===== config.mk =====
export PLATFORM = sky130hd
export DESIGN_NAME = text_console_char_writer_core
export DESIGN_NICKNAME = d
export VERILOG_FILES = /design/src/rtl/txcon_pkg.sv /design/src/rtl/txcon_screen_ram.sv /design/src/rtl/txcon_scroll_engine.sv /design/src/rtl/text_console_char_writer_core.sv
export SDC_FILE = /design/constraint.sdc
export NUM_CORES = 1
export LEC_CHECK = 0
export BUFFER_PORTS_ARGS = -buffer_cell sky130_fd_sc_hd__buf_2
export CAP_MARGIN = 20
export CORE_UTILIZATION = 45
export CTS_CLUSTER_DIAMETER = 50
export DETAILED_ROUTE_END_ITERATION = 10
export GPL_TIMING_DRIVEN = 0
export PLACE_DENSITY = 0.67
export SYNTH_ARGS = -nofsm -noshare
export SYNTH_HDL_FRONTEND = slang
export SYNTH_SLANG_ARGS = --single-unit

===== constraint.sdc =====
create_clock -name aclk -period 2.29 [get_ports aclk]
set_input_delay 0 -clock aclk [delete_from_list [all_inputs] [get_ports aclk]]
set_output_delay 0 -clock aclk [all_outputs]
set_load 0.01 [all_outputs]

===== src/rtl/txcon_pkg.sv =====
// ----------------------------------------------------------------------------
// txcon_pkg
// shared constants, types and the follow-byte glyph map of the text console
// ----------------------------------------------------------------------------
package txcon_pkg;

    localparam int COLUMNS = 80;
    localparam int ROWS    = 25;
    localparam int CELLS   = COLUMNS * ROWS;

    localparam int COL_W   = $clog2(COLUMNS);
    localparam int ROW_W   = $clog2(ROWS);
    localparam int CELL_AW = $clog2(CELLS);
    localparam int OUT_IDX_W = 11;
    localparam int CELL_W  = 16;
    localparam int TDATA_W = 40;

    localparam logic [CELL_AW-1:0] LAST_ROW_START = CELL_AW'(CELLS - COLUMNS);

    localparam logic [7:0] LEAD_BYTE   = 8'hC3;
    localparam logic [7:0] NEWLINE     = 8'h0A;
    localparam logic [7:0] SPACE_CHAR  = 8'h20;
    localparam logic [7:0] UNKNOWN_CHAR = 8'h3F;
    localparam logic [7:0] COLOR_RESET = 8'h0F;

    typedef struct packed {
        logic                en;
        logic [CELL_AW-1:0]  addr;
        logic [CELL_W-1:0]   data;
    } cell_wr_t;

    function automatic logic [7:0] map_follow_byte(input logic [7:0] b);
        logic [7:0] g;
        case (b)
            8'hA9:   g = 8'h82;
            8'hA8:   g = 8'h8A;
            8'hA0:   g = 8'h85;
            8'hA2:   g = 8'h83;
            8'hA7:   g = 8'h87;
            8'hAA:   g = 8'h88;
            8'hAB:   g = 8'h89;
            8'hAF:   g = 8'h8F;
            default: g = UNKNOWN_CHAR;
        endcase
        return g;
    endfunction

endpackage


===== src/rtl/txcon_screen_ram.sv =====
// ----------------------------------------------------------------------------
// txcon_screen_ram
// screen cell memory, one write port and one registered read port
// ----------------------------------------------------------------------------
module txcon_screen_ram
    import txcon_pkg::*;
(
    input  logic                aclk,
    input  cell_wr_t            wr,
    input  logic [CELL_AW-1:0]  rd_addr,
    output logic [CELL_W-1:0]   rd_data
);

    logic [CELL_W-1:0] mem [CELLS];
    logic [CELL_W-1:0] rd_data_reg;

    always_ff @(posedge aclk) begin
        if (wr.en) begin
            mem[wr.addr] <= wr.data;
        end
    end

    always_ff @(posedge aclk) begin
        rd_data_reg <= mem[rd_addr];
    end

    assign rd_data = rd_data_reg;

endmodule


===== src/rtl/txcon_scroll_engine.sv =====
// ----------------------------------------------------------------------------
// txcon_scroll_engine
// sequencer around one shared address adder: clears the screen after reset,
// scrolls it up one row and blanks the bottom row, passes cell writes when idle
// ----------------------------------------------------------------------------
module txcon_scroll_engine
    import txcon_pkg::*;
(
    input  logic                aclk,
    input  logic                aresetn,
    input  logic                start_scroll,
    input  logic [7:0]          text_color,
    input  cell_wr_t            char_wr,
    output logic                busy,
    output cell_wr_t            ram_wr,
    output logic [CELL_AW-1:0]  ram_rd_addr,
    input  logic [CELL_W-1:0]   ram_rd_data
);

    typedef enum logic [4:0] {
        E_CLEAR   = 5'b00001,
        E_IDLE    = 5'b00010,
        E_COPY_RD = 5'b00100,
        E_COPY_WR = 5'b01000,
        E_FILL    = 5'b10000
    } eng_state_t;

    eng_state_t         state_reg, state_next;
    logic [CELL_AW-1:0] cnt_reg, cnt_next;
    logic [CELL_AW-1:0] sum;
    logic [CELL_AW-1:0] addend;

    // shared address adder
    always_comb begin
        addend = (state_reg == E_COPY_RD) ? CELL_AW'(COLUMNS) : CELL_AW'(1);
        sum    = cnt_reg + addend;
    end

    always_comb begin
        state_next  = state_reg;
        cnt_next    = cnt_reg;
        ram_wr      = char_wr;
        ram_rd_addr = sum;
        case (state_reg)
            E_CLEAR: begin
                ram_wr.en   = 1'b1;
                ram_wr.addr = cnt_reg;
                ram_wr.data = {COLOR_RESET, SPACE_CHAR};
                if (cnt_reg == CELL_AW'(CELLS - 1)) begin
                    cnt_next   = '0;
                    state_next = E_IDLE;
                end else begin
                    cnt_next = sum;
                end
            end
            E_IDLE: begin
                if (start_scroll) begin
                    cnt_next   = '0;
                    state_next = E_COPY_RD;
                end
            end
            E_COPY_RD: begin
                ram_wr.en  = 1'b0;
                state_next = E_COPY_WR;
            end
            E_COPY_WR: begin
                ram_wr.en   = 1'b1;
                ram_wr.addr = cnt_reg;
                ram_wr.data = ram_rd_data;
                cnt_next    = sum;
                if (cnt_reg == CELL_AW'(CELLS - COLUMNS - 1)) begin
                    state_next = E_FILL;
                end else begin
                    state_next = E_COPY_RD;
                end
            end
            E_FILL: begin
                ram_wr.en   = 1'b1;
                ram_wr.addr = cnt_reg;
                ram_wr.data = {text_color, SPACE_CHAR};
                if (cnt_reg == CELL_AW'(CELLS - 1)) begin
                    cnt_next   = '0;
                    state_next = E_IDLE;
                end else begin
                    cnt_next = sum;
                end
            end
            default: begin
                cnt_next   = '0;
                state_next = E_IDLE;
            end
        endcase
    end

    always_ff @(posedge aclk) begin
        if (!aresetn) begin
            state_reg <= E_CLEAR;
            cnt_reg   <= '0;
        end else begin
            state_reg <= state_next;
            cnt_reg   <= cnt_next;
        end
    end

    assign busy = (state_reg != E_IDLE);

endmodule


===== src/rtl/text_console_char_writer_core.sv =====
// ----------------------------------------------------------------------------
// text_console_char_writer_core
// text console writer: cursor tracking, utf-8 lead handling, cell writes and
// scrolling of an 80 x 25 screen held in on-chip memory
//
//   channel   direction  handshake            payload
//   s_        in         s_tvalid/s_tready    s_tdata[7:0] char_byte
//   m_        out        m_tvalid/m_tready    m_tdata[39:0] result fields
//   cfg_      in         cfg_valid/cfg_ready  cfg_data[7:0] text_color
//
// one byte per cycle while no scroll is needed and no result waits on m_tready;
// a byte that scrolls the screen holds off input until the scroll engine has
// copied each row up, with a read state and a write state per cell, and blanked the bottom row
// after reset a clearing pass over all CELLS cells runs before input is taken
// a result waiting on m_tready holds off input; a byte is taken in the cycle it leaves
// ----------------------------------------------------------------------------
module text_console_char_writer_core
    import txcon_pkg::*;
(
    input  logic               aclk,
    input  logic               aresetn,
    input  logic               s_tvalid,
    output logic               s_tready,
    input  logic [7:0]         s_tdata,    // [7:0] char_byte
    output logic               m_tvalid,
    input  logic               m_tready,
    output logic [TDATA_W-1:0] m_tdata,    // [0] cell_written, [11:1] cell_index,
                                           // [27:12] cell_value, [28] scrolled,
                                           // [39:29] cursor_position
    input  logic               cfg_valid,
    output logic               cfg_ready,
    input  logic [7:0]         cfg_data    // [7:0] text_color
);

    logic [COL_W-1:0]   col_reg, col_next;
    logic [ROW_W-1:0]   row_reg, row_next;
    logic [CELL_AW-1:0] pos_reg, pos_next;
    logic [CELL_AW-1:0] base_reg, base_next;
    logic               pend_reg, pend_next;
    logic [7:0]         color_reg;
    logic               m_tvalid_reg;
    logic [TDATA_W-1:0] m_tdata_reg;

    logic               eng_busy;
    cell_wr_t           char_wr;
    cell_wr_t           ram_wr;
    logic [CELL_AW-1:0] ram_rd_addr;
    logic [CELL_W-1:0]  ram_rd_data;

    logic               accept;
    logic               is_lead;
    logic [7:0]         glyph;
    logic               written;
    logic               scroll_now;
    logic [CELL_W-1:0]  cell_val;
    logic [TDATA_W-1:0] result;

    assign s_tready  = !eng_busy && (!m_tvalid_reg || m_tready);
    assign cfg_ready = !eng_busy;
    assign accept    = s_tvalid && s_tready;
    assign is_lead   = (s_tdata == LEAD_BYTE);

    always_comb begin
        glyph      = pend_reg ? map_follow_byte(s_tdata) : s_tdata;
        written    = (glyph != NEWLINE);
        cell_val   = {color_reg, glyph};
        col_next   = col_reg;
        row_next   = row_reg;
        pos_next   = pos_reg;
        base_next  = base_reg;
        pend_next  = pend_reg;
        scroll_now = 1'b0;
        char_wr    = '{en: 1'b0, addr: pos_reg, data: cell_val};
        if (accept) begin
            if (is_lead) begin
                pend_next = 1'b1;
            end else begin
                pend_next  = 1'b0;
                char_wr.en = written;
                if (written && (col_reg != COL_W'(COLUMNS - 1))) begin
                    col_next = col_reg + COL_W'(1);
                    pos_next = pos_reg + CELL_AW'(1);
                end else begin
                    col_next = '0;
                    if (row_reg == ROW_W'(ROWS - 1)) begin
                        scroll_now = 1'b1;
                        pos_next   = LAST_ROW_START;
                        base_next  = LAST_ROW_START;
                    end else begin
                        row_next  = row_reg + ROW_W'(1);
                        base_next = base_reg + CELL_AW'(COLUMNS);
                        pos_next  = base_reg + CELL_AW'(COLUMNS);
                    end
                end
            end
        end
        result = {OUT_IDX_W'(pos_next),
                  scroll_now,
                  written ? cell_val : CELL_W'(0),
                  written ? OUT_IDX_W'(pos_reg) : OUT_IDX_W'(0),
                  written};
    end

    always_ff @(posedge aclk) begin
        if (!aresetn) begin
            col_reg      <= '0;
            row_reg      <= '0;
            pos_reg      <= '0;
            base_reg     <= '0;
            pend_reg     <= 1'b0;
            color_reg    <= COLOR_RESET;
            m_tvalid_reg <= 1'b0;
        end else begin
            col_reg  <= col_next;
            row_reg  <= row_next;
            pos_reg  <= pos_next;
            base_reg <= base_next;
            pend_reg <= pend_next;
            if (cfg_valid && cfg_ready) begin
                color_reg <= cfg_data;
            end
            if (accept && !is_lead) begin
                m_tvalid_reg <= 1'b1;
            end else if (m_tready) begin
                m_tvalid_reg <= 1'b0;
            end
        end
    end

    always_ff @(posedge aclk) begin
        if (accept && !is_lead) begin
            m_tdata_reg <= result;
        end
    end

    assign m_tvalid = m_tvalid_reg;
    assign m_tdata  = m_tdata_reg;

    txcon_scroll_engine u_engine (
        .aclk         (aclk),
        .aresetn      (aresetn),
        .start_scroll (scroll_now),
        .text_color   (color_reg),
        .char_wr      (char_wr),
        .busy         (eng_busy),
        .ram_wr       (ram_wr),
        .ram_rd_addr  (ram_rd_addr),
        .ram_rd_data  (ram_rd_data)
    );

    txcon_screen_ram u_ram (
        .aclk    (aclk),
        .wr      (ram_wr),
        .rd_addr (ram_rd_addr),
        .rd_data (ram_rd_data)
    );

`ifndef NO_ASSERTIONS
    a_scroll_starts_engine: assert property (@(posedge aclk) disable iff (!aresetn)
        scroll_now |=> eng_busy)
        else $error("scroll did not start the engine");

    a_scroll_cursor_last_row: assert property (@(posedge aclk) disable iff (!aresetn)
        (m_tvalid_reg && m_tdata_reg[28]) |-> (m_tdata_reg[39:29] == OUT_IDX_W'(LAST_ROW_START)))
        else $error("scrolled result with cursor off the last row start");

    a_cursor_linear: assert property (@(posedge aclk) disable iff (!aresetn)
        pos_reg == CELL_AW'(base_reg + CELL_AW'(col_reg)))
        else $error("linear cursor out of step with column");

    a_newline_empty_cell: assert property (@(posedge aclk) disable iff (!aresetn)
        (m_tvalid_reg && !m_tdata_reg[0]) |-> (m_tdata_reg[27:1] == '0))
        else $error("newline result carries a cell");
`endif

endmodule

* Word level (Yosys, flattened, before mapping) *
Cells that the tools add are included.

word-level totals
  bits in registers = 100
  output and inout port bits = 43

cells by class
  $add $sub $neg = 5
  eq/ne operators = 22
  muxes and demuxes = 22
  bitwise operators = 4
  reduce and logical (&&, ||, !) cells = 16

operators by type and width
  operator                 number
  $eq A8 B8 Y1 const B     9
  $mux W11                 6
  $pmux W8 S8              1
  $pmux W11 S4             1
  $eq A11 B11 Y1 const B   2
  $pmux W5 S4              1
  $mux W5                  3
  $mux W7                  2
  $add A11 B1 Y11 const B  1
  $add A11 B11 Y11         1
  $add A11 B7 Y11 const B  1
  $eq A5 B5 Y1 const B     2
  $mux W8                  1
  $ne A8 B4 Y1 const B     1
  $add A7 B1 Y7 const B    1
  $mux W1                  7
  $ne A7 B7 Y1 const B     1
  $reduce_and A2 Y1        3
  $add A5 B1 Y5 const B    1
  $eq A5 B1 Y1 const B     1
  $eq A5 B2 Y1 const B     1
  $eq A5 B3 Y1 const B     1
  $eq A5 B4 Y1 const B     1
  $logic_and A1 B1 Y1      5
  other kinds (10)         15

* Depth between registers and ports, before layout *
Gate-level depths: netlist (run 1).

  depth after elaboration = 10
  mapped depth = 9
  gate-level depth less buffers = 9

* Worst setup path before layout (run 1) *
No wires, ideal clock.

  kind = reg-to-reg
  from = reg u_engine.state_reg[0]
  to = reg m_tdata_reg[29], in the netlist m_tdata[29] (data pin)
  setup time = 0.140 ns
  arrival = 2.090 ns
  required time = 2.150 ns
  slack = 0.060 ns
  cell stages (with the launch flop) = 9
  buffers on the path = 2
  cells stage by stage = dfxtp_1 nor3_4 and4_1 buf_2 nand2_1 inv_2 buf_2 nand4_1 nand3_1

between the ends
  word-level cells in the longest chain between the ends = 5

ends and longest elaborated chain
  element                 RTL line                              text
  start, declared         txcon_scroll_engine.sv:28             eng_state_t state_reg, state_next;
  start signal, assigned  txcon_scroll_engine.sv:100            state_reg <= state_next;
  $ne A5 B2 Y1            txcon_scroll_engine.sv:105            assign busy = (state_reg != E_IDLE);
  $logic_not A1 Y1        text_console_char_writer_core.sv:58   assign s_tready = !eng_busy && (!m_tvalid_reg || m_tready);
  $logic_and A1 B1 Y1     text_console_char_writer_core.sv:58
  $logic_and A1 B1 Y1     text_console_char_writer_core.sv:60   assign accept = s_tvalid && s_tready;
  $mux W11                text_console_char_writer_core.sv:74   if (accept) begin
  net pos_next[0]         text_console_char_writer_core.sv:37   logic [CELL_AW-1:0] pos_reg, pos_next;
  end signal, assigned    text_console_char_writer_core.sv:132  m_tdata_reg <= result;
  end, declared           text_console_char_writer_core.sv:42   logic [TDATA_W-1:0] m_tdata_reg;

The timed path passes the listed nets, and every way through them passes these cells.
A chain may end at the register's enable or synchronous reset.

* Worst setup path in the final report (run 1) *
  from = reg col_reg[0]
  to = reg m_tdata_reg[32], in the netlist m_tdata[32] (data pin)

between the ends
  word-level cells in the longest chain between the ends = 5

ends and longest elaborated chain
  element                 RTL line                              text
  start, declared         text_console_char_writer_core.sv:35   logic [COL_W-1:0] col_reg, col_next;
  start signal, assigned  text_console_char_writer_core.sv:114  col_reg <= col_next;
  $ne A7 B7 Y1            text_console_char_writer_core.sv:80   if (written && (col_reg != COL_W'(COLUMNS - 1))) begin
  $logic_and A1 B1 Y1     text_console_char_writer_core.sv:80
  $mux W11                text_console_char_writer_core.sv:80
  $mux W11                text_console_char_writer_core.sv:75   if (is_lead) begin
  $mux W11                text_console_char_writer_core.sv:74
  net pos_next[3]         text_console_char_writer_core.sv:37

The timed path passes the listed nets, and every way through them passes these cells.

==> impl_metrics.toml, run 1 <==
[status]
outcome = "finished clean"

[synthesis]
synth_common_cells = "dfxtp_1 (60), nand2_1 (41), edfxtp_1 (40)"
yosysSeqAreaShare_pct = 49.1
avgSynthCellArea_um2 = 9.79
ys_top_cells_by_area = "dfxtp_1 (25%), edfxtp_1 (25%), a21oi_1 (3.9%), and2_1 (3.7%), nand3_1 (3.6%)"
synthArstFlopShare_pct = 0
yosysWarnings = 0
synth_edf_count = 40
yosysTopAreaCell = "dfxtp_1"
syn_area_um2 = 4900
syn_nets = 530
syn_inst = 500
yosys_most_used_dff = "dfxtp_1"
ys_seq_elements = 100
synth.most_common_cell = "dfxtp_1"
synth_top_area_share_pct = 24.5
ys_types = 71

[power]
power_density_nw_per_um2 = 572
p_leak_uw = 0.00217
peakVddDrop_mv = 0.327
power.total_uw = 3300

[routing]
wl_per_cell_um = 15.6
totalWireLength_mm = 11.3
vias = 4085
drc = 0
dr.first_iter.drc_count = 178
first_pass_iters = 4
vias_per_cell = 5.64
ant_nets = 0

[timing]
min_period_ns = 2.19
final_hold_viol_count = 0
finalSetupTns_ns = 0
whs_ns = 0.0381
setup-violations-final = 0
finalClockSkew_ns = 0.00870
maxSlewHeadroom_pct = 51.2
timing.final.ws_setup_ns = 0.100
rsz0062_at_grt = "yes"
worst_pin_slew_ns = 0.721
fin_crit_sh_pct = 95.6
drv_slew = 0
clock.fmax_mhz = 457

[grt]
grt_pass1_wl_mm = 18.9
grt_usage_pct = 21.2
antenna_found_initial = 0
first_global_vias = 3883
grt_max_degree = 50
grt-ovfl-total = 0

[clock_tree]
cts_tree = "done"
clockBufferDepth = 2
clkTransAtPathRegs_ns = 0.10
htree_levels = 3
clock-sinks = 100
clk_latency_ns = 0.37
numCtsBuffers = 9
cts-root-buf = "clkbuf_8"

[floorplanning]
dieArea_um2 = 11300
core-area_um2 = 10400
die_w_um = 106
rows = 37
io_pins = 64
die_h_um = 106
initial_utilization_pct = 47.0

[finish]
seq_area_um2 = 2410
largest_register_ff_count = 40
multi_input_area_um2 = 2350
syn_to_final_growth_pct = 17.7
drive_above_1_share_pct = 22.4
fillCellCount = 955
diodes = 0
nets = 613

[setup_path]
r2r_slack_ns = 0.10
endpoint_kind = "flop"
startpoint = "col_reg[0]$_SDFFE_PN0P_"
r2r-start = "col_reg[0]$_SDFFE_PN0P_"
reg2reg_depth = 8
path_max_fanout = 10
critPathKind = "flop to flop"
required_ns = 2.42
critPathLaunchType = "flop"
critical_path.max_stage_delay_ns = 0.43
crit_chain = "ha_2 -> nand2_1 -> or4_4 -> buf_6 -> buf_2 -> a22oi_2 -> a21oi_1 -> o22a_1"
endpoint = "m_tdata[32]$_DFFE_PP_"
slowest_stage = "or4_4"
r2r_end = "m_tdata[32]$_DFFE_PP_"
worstPathArrival_ns = 2.32

[placement]
preCtsSetupSlack_ns = -0.528
dp_hpwl_mm = 7.87
gp_congestion = 0.928
port_buffers = 59

[worst_hold_path]
hp-class = "input port to flop"

[job]
drv_cap = 0
-- cells by family (layout without fill, tap and decap cells) --
kind of cell | after synthesis | after routing | synth area share (%)
compound gates | 123 | 123 | 17.5
xor+xnor | 10 | 10 | 1.79
fa+ha+maj | 9 | 9 | 2.30
buf+inv | 44 | 132 | 4.11
flops | 100 | 100 | 49.1
mux | 4 | 4 | 0.843
simple gates | 210 | 210 | 24.4
-- stage by stage --
step / std cells / instance area [µm²] / util, %
2_1_floorplan: 500 / 4900 / -
3_3_place_gp: 695 / 5360 / 51.5
3_5_place_dp: 695 / 5360 / 51.5
4_1_cts: 722 / 5710 / 54.8
5_1_grt: 724 / 5760 / 55.3
6_report: 724 / 5760 / 55.3
-- repair_timing --
action / 4_1_cts / 5_1_grt
hold buffers: 11 / 0
gates resized for setup: 9 / 14
pin swaps: 0 / 2
setup buffers: 0 / 2
hold endpoints to repair: 11 / 0
endpoints found under the setup margin: 58 / 23
-- layout make-up --
type                    count  share of cell area (%)
repair buffers             72                    7.29
clock buffers              10                    2.39
inverters                  12                   0.782
multi-input cells         356                    40.8
plain buffers              32                    3.04
flip-flops and latches    100                    41.8
well taps                 136                    2.95
clock inverters             6                   0.999
-- layer usage --
metal  track usage, %  share of wire [%]  routed length [µm]  up-vias
li1                 -                  -                   -     2024
met1             27.8                 45                5090     1928
met2             35.2                 49                5490      115
met3             3.92                4.8                 548       18
met4             7.24                1.7                 188        0
met5                0                  0                   0        -
-- power by group --
group	internal, µW	switching (µW)
Combinational	110	171
Sequential	1880	22.8
Clock	448	664
-- cells in the final DEF, fill, tap and decap left out, drive strengths merged, types with 7 or more instances in the layout --
cell         Yosys  routed
nand2b           7       7
dlygate4sd3      0      11
nor2            29      29
dfxtp           60      60
clkbuf          17      28
and2            29      29
nor3            11      11
nand2           43      43
ha               9       9
a21oi           38      38
edfxtp          40      40
o211ai          14      14
inv             12      14
buf             15      75
nand3           35      35
o21ai           18      18
nand4           14      14
a31oi           11      11
-- how the worst min path moves through the flow --
stage,from,end,slack (ns),depth (start not counted)
3_5_place_dp,cfg_data[2],color_reg[2]$_SDFFE_PN1P_,0.24,3
4_1_cts,s_tdata[7],m_tdata[19]$_SDFFCE_PN0P_,0.02,3
5_1_grt,aresetn,u_engine.cnt_reg[2]$_SDFFE_PN0P_,0.04,3
6_report,aresetn,u_engine.cnt_reg[8]$_SDFFE_PN0P_,0.04,3
2_1_floorplan,cfg_data[4],color_reg[4]$_SDFFE_PN0P_,0.15,2
3_3_place_gp,cfg_data[2],color_reg[2]$_SDFFE_PN1P_,0.23,3
-- worst max-delay path, delay by kind of cell (launching register included) --
family                   cells  cell delay, ns
AO/OA/AOI/OAI                3            0.51
adder cells (fa/ha/maj)      1            0.21
buffers and inverters        2            0.33
flip-flops                   1            0.36
AND/OR/NAND/NOR              2            0.54
Power figures use the tool's default switching activity.
==> run 2: changes to the inputs <==
Settings changed: ABC_AREA from default to 1, GPL_TIMING_DRIVEN 0 to default.
==> impl_metrics.toml, run 2 <==
[routing]
drc = 0
vias = 4058
wl_per_cell_um = 11.9
dr.first_iter.drc_count = 167
ant_nets = 0
totalWireLength_mm = 9.72
first_pass_iters = 6
vias_per_cell = 4.95

[setup_path]
critPathKind = "flop to flop"
r2r_slack_ns = 0.14
critPathTopFamily = "buffers and inverters"
critPathLaunchType = "flop"
crit_chain = "nor2_4 -> inv_2 -> nor4_4 -> clkinv_2 -> buf_4 -> buf_4 -> buf_4 -> buf_4 -> buf_4 -> buf_4 -> buf_4 -> nand3_1 -> nand2_1 -> nor2_1"
path_max_fanout = 24
endpoint_kind = "flop"
slowest_stage = "dfxtp_4"
crit_buf_inv = 9
required_ns = 2.58
critical_path.max_stage_delay_ns = 0.37
cpMostUsedCell = "buf_4"
worstPathArrival_ns = 2.45

[worst_hold_path]
hp-class = "input port to flop"

[grt]
grt-ovfl-total = 0
grt_max_degree = 27
grt_pass1_wl_mm = 16.8
antenna_found_initial = 0
grt_usage_pct = 18.8
first_global_vias = 3874

[timing]
clock.fmax_mhz = 464
finalClockSkew_ns = 0.00715
min_period_ns = 2.15
fin_crit_sh_pct = 94.0
final_hold_viol_count = 0
drv_slew = 0
rsz0062_at_grt = "yes"
setup-violations-final = 0
maxSlewHeadroom_pct = 47.6
worst_pin_slew_ns = 0.785

[floorplanning]
die_w_um = 105
rows = 37
io_pins = 64
initial_utilization_pct = 46.0
die_h_um = 105
dieArea_um2 = 10900
core-area_um2 = 10300

[synthesis]
synth.most_common_cell = "nand2_1"
yosysTopAreaCell = "dfxtp_1"
syn_nets = 618
synth_common_cells = "nand2_1 (142), inv_1 (77), dfxtp_1 (60), nor2_1 (60), nand3_1 (53)"
ys_types = 36
avgSynthCellArea_um2 = 8.05
yosysSeqAreaShare_pct = 50.8
syn_inst = 588
ys_top_cells_by_area = "dfxtp_1 (25%), edfxtp_1 (25%), nand2_1 (11%), inv_1 (6.1%), nand3_1 (5.6%)"
synth_edf_count = 40
yosysWarnings = 0
ys_seq_elements = 100
synthArstFlopShare_pct = 0
yosys_most_used_dff = "dfxtp_1"
synth_top_area_share_pct = 25.4
syn_area_um2 = 4730

[status]
outcome = "finished clean"

[clock_tree]
cts_tree = "done"
cts-root-buf = "clkbuf_8"
clockBufferDepth = 2
clock-sinks = 100
numCtsBuffers = 9
htree_levels = 3
clk_latency_ns = 0.35
clkTransAtPathRegs_ns = 0.09

[finish]
fillCellCount = 985
nets = 709
final_area_um2 = 5720
drive_above_1_share_pct = 20.2
final_cell_mix = "nand2_1 (140), inv_1 (76), buf_2 (63), dfxtp_1 (58), nor2_1 (56)"
multi_input_area_um2 = 2030
largest_register_ff_count = 40
seq_area_um2 = 2410
final_cells = 819
final_common_cell = "nand2_1"
diodes = 0
syn_to_final_growth_pct = 20.8

[power]
power_density_nw_per_um2 = 713
p_leak_uw = 0.00257
power.total_uw = 4080
peakVddDrop_mv = 0.377

[job]
drv_cap = 0

[placement]
dp.cells = 780
dp_hpwl_mm = 6.83
port_buffers = 63
placed_area_um2 = 5230
gp_congestion = 0.945
==> run 2: cell types whose count changed after synthesis, sizes merged, moves of 12 or more <==
cell / change
and2: -29
inv: +69
nand2: +104
nand3: +21
nor2: +34
o211ai: -12
==> run 2: worst reg2reg max path, cell delays in order (launching register included) <==
cell and delay, ns:
dfxtp_4 0.37, nor2_4 0.11, inv_2 0.05, nor4_4 0.23
clkinv_2 0.11, buf_4 0.15, buf_4 0.13, buf_4 0.13
buf_4 0.12, buf_4 0.12, buf_4 0.12, buf_4 0.21
nand3_1 0.12, nand2_1 0.07, nor2_1 0.09
==> run 2: what timing repair did <==
action,CTS,global route
pin swaps,2,8
endpoints found under the setup margin,1,49
hold endpoints to repair,13,0
hold buffers,13,0
buffers inserted,7,5
resized for setup,3,25
cloned,0,0
==> run 2: worst paths after layout <==
| check | cells past startpoint | startpoint | end |
|---|---|---|---|
| max | 14 | u_engine.state_reg[0]$_SDFFE_PN1P_ | u_engine.cnt_reg[4]$_SDFFE_PN0P_ |
| min | 3 | aresetn | pos_reg[0]$_SDFF_PN0_ |
| max reg2reg | 14 | u_engine.state_reg[0]$_SDFFE_PN1P_ | u_engine.cnt_reg[4]$_SDFFE_PN0P_ |
| min reg2reg | 2 | base_reg[3]$_SDFFE_PN0P_ | base_reg[3]$_SDFFE_PN0P_ |
==> run 2: per-layer routing <==
layer / track usage, % / vias up / wire length, µm
met2: 33.5 / 89 / 4850
li1: - / 2086 / -
met4: 6.33 / 0 / 153
met1: 22.7 / 1867 / 4310
met5: 0 / - / 0
met3: 3.56 / 16 / 407
==> run 2: cell families (layout without fill, tap and decap cells) <==
logic type      count (synthesis)  count (layout)  synth area share (%)
flops                         100             100                  50.8
fa+ha+maj                       9               9                  2.38
compound gates                 65              65                  7.27
buf+inv                       100             195                  8.28
simple gates                  298             298                  28.3
xor+xnor                       16              16                  2.96
==> run 2: area by class of cell <==
type / count / share of cell area, %
inverters: 84 / 5.54
flip-flops and latches: 100 / 42.1
multi-input cells: 388 / 35.4
clock inverters: 3 / 0.416
clock buffers: 12 / 2.71
well taps: 136 / 2.98
repair buffers: 96 / 10.8
==> run 2: where the power goes <==
group,switching [µW],total [µW],internal [µW]
clock,574,1020,451
combinational,540,887,348
sequential,126,2160,2040
total,1240,4080,2840
==> run 2: through the flow <==
| step | TNS [ns] | setup slack [ns] | hold WS, ns | util, % |
|---|---|---|---|---|
| after detailed placement | 0 | 0.00509 | 0.207 | 50.8 |
| after global routing | -0.149 | -0.0455 | 0.0120 | 55.6 |
| after floorplan | 0 | 0.0224 | 0.113 | - |
| after global placement | 0 | 0.0808 | 0.206 | 50.8 |
| final | 0 | 0.137 | 0.0207 | 55.6 |
| after CTS | 0 | 0.0152 | 0.00146 | 54.4 |
